<file path="src/rtl/ust_pkg.sv">
// ust_pkg: shared constants, operation codes and control/status structs
// for the unordered set table; used by the controller, datapath and top level
package ust_pkg;

   localparam int MAX_ENTRIES = 16;
   localparam int IDX_W       = $clog2(MAX_ENTRIES);
   localparam int COUNT_W     = 5;
   localparam int CAP_W       = 5;
   localparam int VALUE_W     = 32;
   localparam int OP_W        = 2;

   localparam logic [OP_W-1:0] OP_LOOKUP = 2'd0;
   localparam logic [OP_W-1:0] OP_INSERT = 2'd1;
   localparam logic [OP_W-1:0] OP_DELETE = 2'd2;

   localparam logic [CAP_W-1:0] CAP_RESET = 5'd16;

   localparam int CSR_ADDR_W  = 3;
   localparam int CSR_DATA_W  = 32;
   localparam int CSR_IDX_LSB = 2;
   localparam logic CSR_IDX_CAPACITY = 1'b0;

   typedef struct packed {
      logic start;
      logic scan;
      logic hit;
      logic append;
      logic reject;
      logic fetch_last;
      logic move;
      logic load_rsp;
   } ust_cmd_type;

   typedef struct packed {
      logic count_zero;
      logic match;
      logic scan_last;
      logic is_insert;
      logic is_delete;
      logic found;
      logic can_append;
      logic rsp_busy;
   } ust_status_type;

endpackage

</file>
<file path="src/rtl/ust_ctrl.sv">
// ust_ctrl: sequencing state machine for the unordered set table
// depends on ust_pkg for the command and status structs
module ust_ctrl import ust_pkg::*; (
   input  logic           clock,
   input  logic           reset,
   input  logic           req_valid,
   output logic           req_ready,
   input  ust_status_type status,
   output ust_cmd_type    cmd
);

   localparam logic [2:0] S_IDLE   = 3'd0;
   localparam logic [2:0] S_SCAN   = 3'd1;
   localparam logic [2:0] S_ACT    = 3'd2;
   localparam logic [2:0] S_MOVE   = 3'd3;
   localparam logic [2:0] S_RESULT = 3'd4;

   logic [2:0] state_ff;
   logic [2:0] state_in;

   always_comb begin
      state_in  = state_ff;
      cmd       = '0;
      req_ready = 1'b0;
      unique case (state_ff)
         S_IDLE: begin
            req_ready = 1'b1;
            if (req_valid) begin
               cmd.start = 1'b1;
               state_in  = status.count_zero ? S_ACT : S_SCAN;
            end
         end
         S_SCAN: begin
            cmd.scan = 1'b1;
            if (status.match) begin
               cmd.hit  = 1'b1;
               state_in = S_ACT;
            end else if (status.scan_last) begin
               state_in = S_ACT;
            end
         end
         S_ACT: begin
            state_in = S_RESULT;
            if (status.is_insert && !status.found) begin
               if (status.can_append) begin
                  cmd.append = 1'b1;
               end else begin
                  cmd.reject = 1'b1;
               end
            end else if (status.is_delete && status.found) begin
               cmd.fetch_last = 1'b1;
               state_in       = S_MOVE;
            end
         end
         S_MOVE: begin
            cmd.move = 1'b1;
            state_in = S_RESULT;
         end
         S_RESULT: begin
            if (!status.rsp_busy) begin
               cmd.load_rsp = 1'b1;
               state_in     = S_IDLE;
            end
         end
         default: begin
            state_in = S_IDLE;
         end
      endcase
   end

   always_ff @(posedge clock) begin
      if (reset) begin
         state_ff <= S_IDLE;
      end else begin
         state_ff <= state_in;
      end
   end

endmodule

</file>
<file path="src/rtl/ust_dp.sv">
// ust_dp: entry memory, count, scan pointers and result register
// depends on ust_pkg; driven by ust_ctrl through command and status structs
module ust_dp import ust_pkg::*; (
   input  logic                      clock,
   input  logic                      reset,
   input  ust_cmd_type               cmd,
   output ust_status_type            status,
   input  logic [CAP_W-1:0]          cap_limit,
   input  logic [OP_W-1:0]           req_operation,
   input  logic signed [VALUE_W-1:0] req_value,
   output logic                      rsp_valid,
   input  logic                      rsp_ready,
   output logic [COUNT_W-1:0]        rsp_position,
   output logic                      rsp_found,
   output logic                      rsp_rejected,
   output logic [COUNT_W-1:0]        rsp_count_after
);

   logic [VALUE_W-1:0] mem [MAX_ENTRIES];
   logic [VALUE_W-1:0] rd_data_ff;
   logic [IDX_W-1:0]   rd_addr;
   logic               wr_en;
   logic [IDX_W-1:0]   wr_addr;
   logic [VALUE_W-1:0] wr_data;

   logic [OP_W-1:0]    op_ff, op_in;
   logic [VALUE_W-1:0] value_ff, value_in;
   logic [COUNT_W-1:0] count_ff, count_in;
   logic [COUNT_W-1:0] issue_ff, issue_in;
   logic [IDX_W-1:0]   cmp_idx_ff, cmp_idx_in;
   logic               cmp_valid_ff, cmp_valid_in;
   logic [COUNT_W-1:0] pos_ff, pos_in;
   logic               found_ff, found_in;
   logic               rejected_ff, rejected_in;
   logic               rsp_valid_ff, rsp_valid_in;
   logic [COUNT_W-1:0] rsp_pos_ff, rsp_pos_in;
   logic               rsp_found_ff, rsp_found_in;
   logic               rsp_rej_ff, rsp_rej_in;
   logic [COUNT_W-1:0] rsp_cnt_ff, rsp_cnt_in;

   logic [COUNT_W-1:0] count_dec;
   logic [COUNT_W-1:0] cmp_next;
   logic [CAP_W-1:0]   eff_cap;

   assign count_dec = count_ff - COUNT_W'(1);
   assign cmp_next  = COUNT_W'(cmp_idx_ff) + COUNT_W'(1);
   assign eff_cap   = (cap_limit > CAP_W'(MAX_ENTRIES)) ? CAP_W'(MAX_ENTRIES) : cap_limit;

   assign rd_addr = cmd.fetch_last ? count_dec[IDX_W-1:0] : issue_ff[IDX_W-1:0];
   assign wr_en   = cmd.append || cmd.move;
   assign wr_addr = cmd.move ? pos_ff[IDX_W-1:0] : count_ff[IDX_W-1:0];
   assign wr_data = cmd.move ? rd_data_ff : value_ff;

   always_ff @(posedge clock) begin
      if (wr_en) begin
         mem[wr_addr] <= wr_data;
      end
      rd_data_ff <= mem[rd_addr];
   end

   always_comb begin
      op_in        = op_ff;
      value_in     = value_ff;
      count_in     = count_ff;
      issue_in     = issue_ff;
      cmp_idx_in   = cmp_idx_ff;
      cmp_valid_in = cmp_valid_ff;
      pos_in       = pos_ff;
      found_in     = found_ff;
      rejected_in  = rejected_ff;
      rsp_valid_in = rsp_valid_ff;
      rsp_pos_in   = rsp_pos_ff;
      rsp_found_in = rsp_found_ff;
      rsp_rej_in   = rsp_rej_ff;
      rsp_cnt_in   = rsp_cnt_ff;

      if (cmd.start) begin
         op_in        = req_operation;
         value_in     = req_value;
         issue_in     = '0;
         cmp_valid_in = 1'b0;
         pos_in       = count_ff;
         found_in     = 1'b0;
         rejected_in  = 1'b0;
      end
      if (cmd.scan) begin
         if (issue_ff < count_ff) begin
            issue_in     = issue_ff + COUNT_W'(1);
            cmp_idx_in   = issue_ff[IDX_W-1:0];
            cmp_valid_in = 1'b1;
         end else begin
            cmp_valid_in = 1'b0;
         end
      end
      if (cmd.hit) begin
         found_in = 1'b1;
         pos_in   = COUNT_W'(cmp_idx_ff);
      end
      if (cmd.reject) begin
         rejected_in = 1'b1;
      end
      if (cmd.append) begin
         count_in = count_ff + COUNT_W'(1);
      end
      if (cmd.move) begin
         count_in = count_dec;
      end

      if (cmd.load_rsp) begin
         rsp_valid_in = 1'b1;
         rsp_pos_in   = pos_ff;
         rsp_found_in = found_ff;
         rsp_rej_in   = rejected_ff;
         rsp_cnt_in   = count_ff;
      end else if (rsp_ready) begin
         rsp_valid_in = 1'b0;
      end
   end

   always_ff @(posedge clock) begin
      if (reset) begin
         count_ff     <= '0;
         cmp_valid_ff <= 1'b0;
         rsp_valid_ff <= 1'b0;
      end else begin
         count_ff     <= count_in;
         cmp_valid_ff <= cmp_valid_in;
         rsp_valid_ff <= rsp_valid_in;
      end
   end

   always_ff @(posedge clock) begin
      op_ff        <= op_in;
      value_ff     <= value_in;
      issue_ff     <= issue_in;
      cmp_idx_ff   <= cmp_idx_in;
      pos_ff       <= pos_in;
      found_ff     <= found_in;
      rejected_ff  <= rejected_in;
      rsp_pos_ff   <= rsp_pos_in;
      rsp_found_ff <= rsp_found_in;
      rsp_rej_ff   <= rsp_rej_in;
      rsp_cnt_ff   <= rsp_cnt_in;
   end

   assign status.count_zero = (count_ff == '0);
   assign status.match      = cmp_valid_ff && (rd_data_ff == value_ff);
   assign status.scan_last  = cmp_valid_ff && (cmp_next == count_ff);
   assign status.is_insert  = (op_ff == OP_INSERT);
   assign status.is_delete  = (op_ff == OP_DELETE);
   assign status.found      = found_ff;
   assign status.can_append = (count_ff < eff_cap);
   assign status.rsp_busy   = rsp_valid_ff && !rsp_ready;

   assign rsp_valid       = rsp_valid_ff;
   assign rsp_position    = rsp_pos_ff;
   assign rsp_found       = rsp_found_ff;
   assign rsp_rejected    = rsp_rej_ff;
   assign rsp_count_after = rsp_cnt_ff;

endmodule

</file>
<file path="src/rtl/unordered_set_table.sv">
// unordered_set_table: top level with the capacity register port and checks
// depends on ust_pkg, ust_ctrl and ust_dp
//
// Holds up to 16 distinct 32-bit values in an unordered memory with one
// write port and one read port. Each item is a lookup, insert or delete
// and gets exactly one result. The stored entries are compared one per
// cycle through the registered read port; the scan stops at a match or at
// the last entry. A delete that hits then moves the last entry into the
// freed slot, and an empty set skips the scan. The next item is taken once
// the result is in the output register, even while that result still
// waits to be taken. capacity_limit sits at byte address 0 and resets to 16.
module unordered_set_table import ust_pkg::*; (
   input  logic                      clock,
   input  logic                      reset,
   input  logic                      req_valid,
   output logic                      req_ready,
   input  logic [OP_W-1:0]           req_operation,
   input  logic signed [VALUE_W-1:0] req_value,
   output logic                      rsp_valid,
   input  logic                      rsp_ready,
   output logic [COUNT_W-1:0]        rsp_position,
   output logic                      rsp_found,
   output logic                      rsp_rejected,
   output logic [COUNT_W-1:0]        rsp_count_after,
   input  logic                      csr_psel,
   input  logic                      csr_penable,
   input  logic                      csr_pwrite,
   input  logic [CSR_ADDR_W-1:0]     csr_paddr,
   input  logic [CSR_DATA_W-1:0]     csr_pwdata,
   output logic [CSR_DATA_W-1:0]     csr_prdata,
   output logic                      csr_pready
);

   ust_cmd_type    cmd;
   ust_status_type status;

   logic [CAP_W-1:0] cap_ff, cap_in;
   logic             cap_sel;

   assign cap_sel    = (csr_paddr[CSR_IDX_LSB] == CSR_IDX_CAPACITY);
   assign csr_pready = 1'b1;
   assign csr_prdata = cap_sel ? CSR_DATA_W'(cap_ff) : '0;

   always_comb begin
      cap_in = cap_ff;
      if (csr_psel && csr_penable && csr_pwrite && cap_sel) begin
         cap_in = csr_pwdata[CAP_W-1:0];
      end
   end

   always_ff @(posedge clock) begin
      if (reset) begin
         cap_ff <= CAP_RESET;
      end else begin
         cap_ff <= cap_in;
      end
   end

   ust_ctrl u_ctrl (
      .clock     (clock),
      .reset     (reset),
      .req_valid (req_valid),
      .req_ready (req_ready),
      .status    (status),
      .cmd       (cmd)
   );

   ust_dp u_dp (
      .clock           (clock),
      .reset           (reset),
      .cmd             (cmd),
      .status          (status),
      .cap_limit       (cap_ff),
      .req_operation   (req_operation),
      .req_value       (req_value),
      .rsp_valid       (rsp_valid),
      .rsp_ready       (rsp_ready),
      .rsp_position    (rsp_position),
      .rsp_found       (rsp_found),
      .rsp_rejected    (rsp_rejected),
      .rsp_count_after (rsp_count_after)
   );

`ifndef SYNTHESIS
   a_rej_not_found: assert property (@(posedge clock) disable iff (reset)
      rsp_valid |-> !(rsp_rejected && rsp_found))
      else $error("rejected result also marked found");

   a_count_bound: assert property (@(posedge clock) disable iff (reset)
      rsp_valid |-> (rsp_count_after <= COUNT_W'(MAX_ENTRIES)))
      else $error("count beyond store depth");

   a_found_pos: assert property (@(posedge clock) disable iff (reset)
      (rsp_valid && rsp_found) |-> (rsp_position < COUNT_W'(MAX_ENTRIES)))
      else $error("found position outside store");

   a_one_at_a_time: assert property (@(posedge clock) disable iff (reset)
      (req_valid && req_ready) |=> !req_ready)
      else $error("second item taken while first in flight");
`endif

endmodule
</file>
<file path="config.mk">
export PLATFORM = sky130hd
export DESIGN_NAME = unordered_set_table
export DESIGN_NICKNAME = d
export VERILOG_FILES = /design/src/rtl/ust_pkg.sv /design/src/rtl/ust_ctrl.sv /design/src/rtl/ust_dp.sv /design/src/rtl/unordered_set_table.sv
export SDC_FILE = /design/constraint.sdc
export NUM_CORES = 1
export LEC_CHECK = 0
export ABC_CLOCK_PERIOD_IN_PS = 4500
export BUFFER_PORTS_ARGS = -buffer_cell sky130_fd_sc_hd__buf_2
export CORE_ASPECT_RATIO = 2
export CORE_MARGIN = 2
export CORE_UTILIZATION = 56
export DETAILED_ROUTE_END_ITERATION = 6
export PLACE_DENSITY = 0.74
export SLEW_MARGIN = 10
export SYNTH_ARGS = -nofsm -noshare
export SYNTH_HDL_FRONTEND = slang
export SYNTH_HIERARCHICAL = 1
export SYNTH_SLANG_ARGS = --single-unit
</file>
<file path="constraint.sdc">
create_clock -name clock -period 4.5 [get_ports clock]
set_input_delay 0.45 -clock clock [delete_from_list [all_inputs] [get_ports clock]]
set_output_delay 0.45 -clock clock [all_outputs]
set_load 0.05 [all_outputs]
</file>
==> reports/metrics.yaml <==
floorplanning:
  ios: 123
  die_y_um: 307.4
  die_x_um: 155.7
  row_count: 111
  start_util: 0.5640
  coreArea_um2: 45690
  die-area_um2: 47850
timing:
  rsz0062_at_grt: "no"
  slew_headroom: 0.2669
  final.min_clock_period_ns: 3.565
  finalCritPeriodShare: 0.7922
  fin_skew_ns: 0.02180
  fin_ws_ns: 0.9353
  max_freq_ghz: 0.2805
  drv_slew: 0
  setup_tns_ns: 0
  setup_viol_count_final: 0
  whs_ns: 0.01943
  hold_viol: 0
  tightest_slew_ns: 1.095
logic_synthesis:
  synth_cells: 1481
  synth_top_area_share: 0.6596
  yosysWarnings: 6
  yosysUniqueCellTypes: 57
  yosysTopAreaCell: "edfxtp_1"
  yosysSeqAreaShare: 0.7023
  yosys_register_bits: 621
  synth_edf_count: 566
  synth_common_cells: "edfxtp_1 (566), mux2i_1 (487), dfxtp_1 (55)"
  yosys-top-cells-area: "edfxtp_1 (66%), mux2i_1 (19%), dfxtp_1 (4.3%)"
  syn-cell-area_um2: 25770
  syn_area_per_cell_um2: 17.40
  async_flop_share: 0
  synth_ff_type: "edfxtp_1"
  yosysMostFrequentCell: "edfxtp_1"
finish:
  drive_gt1_frac: 0.1507
  diodes: 0
  utilization: 0.6219
  nets: 1658
  syn2layout_area_growth_pct: 10.28
pwr:
  p_per_area_nw_per_um2: 419.1
  max-vdd-ir-drop_mv: 0.3506
  power_leakage_uw: 0.009822
placed_design:
  hpwl_um: 31720
  post-place-ws_ns: 0.9681
  place_congestion: 0.7983
  io_buffers: 65
clocking:
  cts.repair.resized: 0
  htreeDepth: 2
  cts_tree: "yes"
  root_buffer: "clkbuf_16"
  post_cts_buffers: 0
  clk_pin_slew_ns: 0.07
  cts_hold_buf: 3
  clk_latency_ns: 0.60
  cts-buffers-inserted: 51
  cts.sinks: 621
  clockBufferDepth: 3
global_route:
  first_global_vias: 13137
  antenna_found_initial: 1
  grt_util_all_layers: 0.2215
  grt_overflow: 0
  grt_pass1_wl_um: 77940
  grt_start_max_net_pins: 129
min_path:
  hold_path_class: "in -> reg"
critical_path:
  cp.required_ns: 4.76
  critPathLaunchType: "flop"
  worst_setup_path_end_kind: "flop"
  crit_arrival_ns: 3.83
  critPathKind: "reg -> reg"
  path_max_fanout: 17
flow_run:
  drv_cap: 0
drt:
  via_per_inst: 5.884
  antenna_left: 0
  dr.pass1.iters: 5
  drt_wl_total_um: 52540
  drt_iter0_markers: 920
  vias: 12810
  wl_per_cell_um: 24.13
  route.detailed.drc: 0
outcome:
  status: "finished, final reports clean"
## worst max-delay path, cell delays in order (launching register included)
cell and delay [ns]:
dfxtp_1 0.55, ha_1 0.31, a21oi_1 0.13, nor2b_1 0.06
o21ai_0 0.16, nand2b_1 0.07, a21oi_1 0.26, inv_1 0.07
nor4_1 0.39, buf_4 0.23, nor4b_1 0.25, a21oi_1 0.23
nor2_4 0.19, buf_4 0.33
## final cells by class
type | count | area [µm²]
clock buffers | 70 | 1419
clock inverters | 26 | 225.2
fillers | 3135 | 17280
inverters | 12 | 45.04
multi-input cells | 779 | 7036
flip-flops and latches | 621 | 18100
well taps | 565 | 706.9
repair buffers | 104 | 888.4
## power breakdown
part	switching (µW)	internal [µW]
Combinational	621	234
Clock	2010	2340
Sequential	103	6600
## logic make-up (layout without fill, tap and decap cells)
family,after synthesis,after routing,share of synthesized area
flip-flops,621,621,0.7023
multiplexers,519,519,0.2032
AND/OR/NAND/NOR,131,131,0.02651
buffers and inverters,107,212,0.03428
AO/OA/AOI/OAI,46,46,0.01287
XOR/XNOR,42,42,0.01428
adder cells (fa/ha/maj),13,13,0.006312
other,2,28,0.0002914
## sequential cells by signal, indices dropped and copies added (netlist names), 5 cells and up
name                  cells
u_dp/count_ff             5
u_dp/rsp_position         5
u_dp/issue_ff             5
u_dp/rsp_count_after      5
u_dp/value_ff            32
u_dp/pos_ff               5
u_dp/mem                512
u_dp/rd_data_ff          32
cap_ff                    5
## stage by stage
stage	instances	area [µm²]	power (µW)
3_5_place_dp	2078	26740	7679
4_1_cts	2177	28420	11970
2_1_floorplan	1507	25870	7360
3_3_place_gp	2078	26740	7646
6_report	2177	28420	11910
5_1_grt	2177	28420	12240
## cells in the final DEF (no fill, tap or decap), types with 4 or more instances in the layout
| master | Yosys | layout |
|---|---|---|
| and2b_2 | 5 | 5 |
| nand4_1 | 7 | 7 |
| edfxtp_1 | 566 | 566 |
| o21ai_1 | 4 | 4 |
| buf_4 | 40 | 15 |
| a21oi_1 | 7 | 7 |
| clkinv_2 | 0 | 7 |
| nor4_1 | 5 | 5 |
| mux2_2 | 32 | 32 |
| conb_1 | 2 | 28 |
| nand3_1 | 8 | 8 |
| clkinvlp_4 | 0 | 5 |
| nor2_1 | 42 | 26 |
| mux2i_1 | 487 | 486 |
| nor2_4 | 0 | 16 |
| nand2_1 | 24 | 24 |
| nand2b_1 | 11 | 11 |
| clkbuf_1 | 10 | 13 |
| xor2_1 | 6 | 6 |
| o21ai_0 | 9 | 9 |
| a211oi_1 | 5 | 5 |
| buf_2 | 3 | 65 |
| nor2b_1 | 5 | 5 |
| nor3_1 | 6 | 6 |
| ha_1 | 13 | 13 |
| xnor2_1 | 36 | 36 |
| clkbuf_8 | 2 | 5 |
| dfxtp_1 | 55 | 55 |
| buf_12 | 2 | 21 |
| clkinv_1 | 0 | 9 |
| clkbuf_16 | 0 | 52 |
| inv_1 | 10 | 10 |
## final timing paths
kind	cells past startpoint	slack [ns]	startpoint	to
max	13	0.94	u_dp/count_ff[1]	u_dp/mem[2][25]
min	1	0.02	req_value[0]	u_dp/value_ff[0]
max reg2reg	13	0.94	u_dp/count_ff[1]	u_dp/mem[2][25]
min reg2reg	0	0.43	u_dp/pos_ff[4]	u_dp/rsp_position[4]
## layer usage
| metal | part of all wire | global-route usage | up-vias |
|---|---|---|---|
| met3 | 0.040 | 0.02322 | 116 |
| met2 | 0.55 | 0.4146 | 344 |
| met5 | 0 | 0 | - |
| met4 | 0.043 | 0.09836 | 0 |
| met1 | 0.37 | 0.2527 | 6542 |
| li1 | - | - | 5808 |
Power figures use the tool's default switching activity.
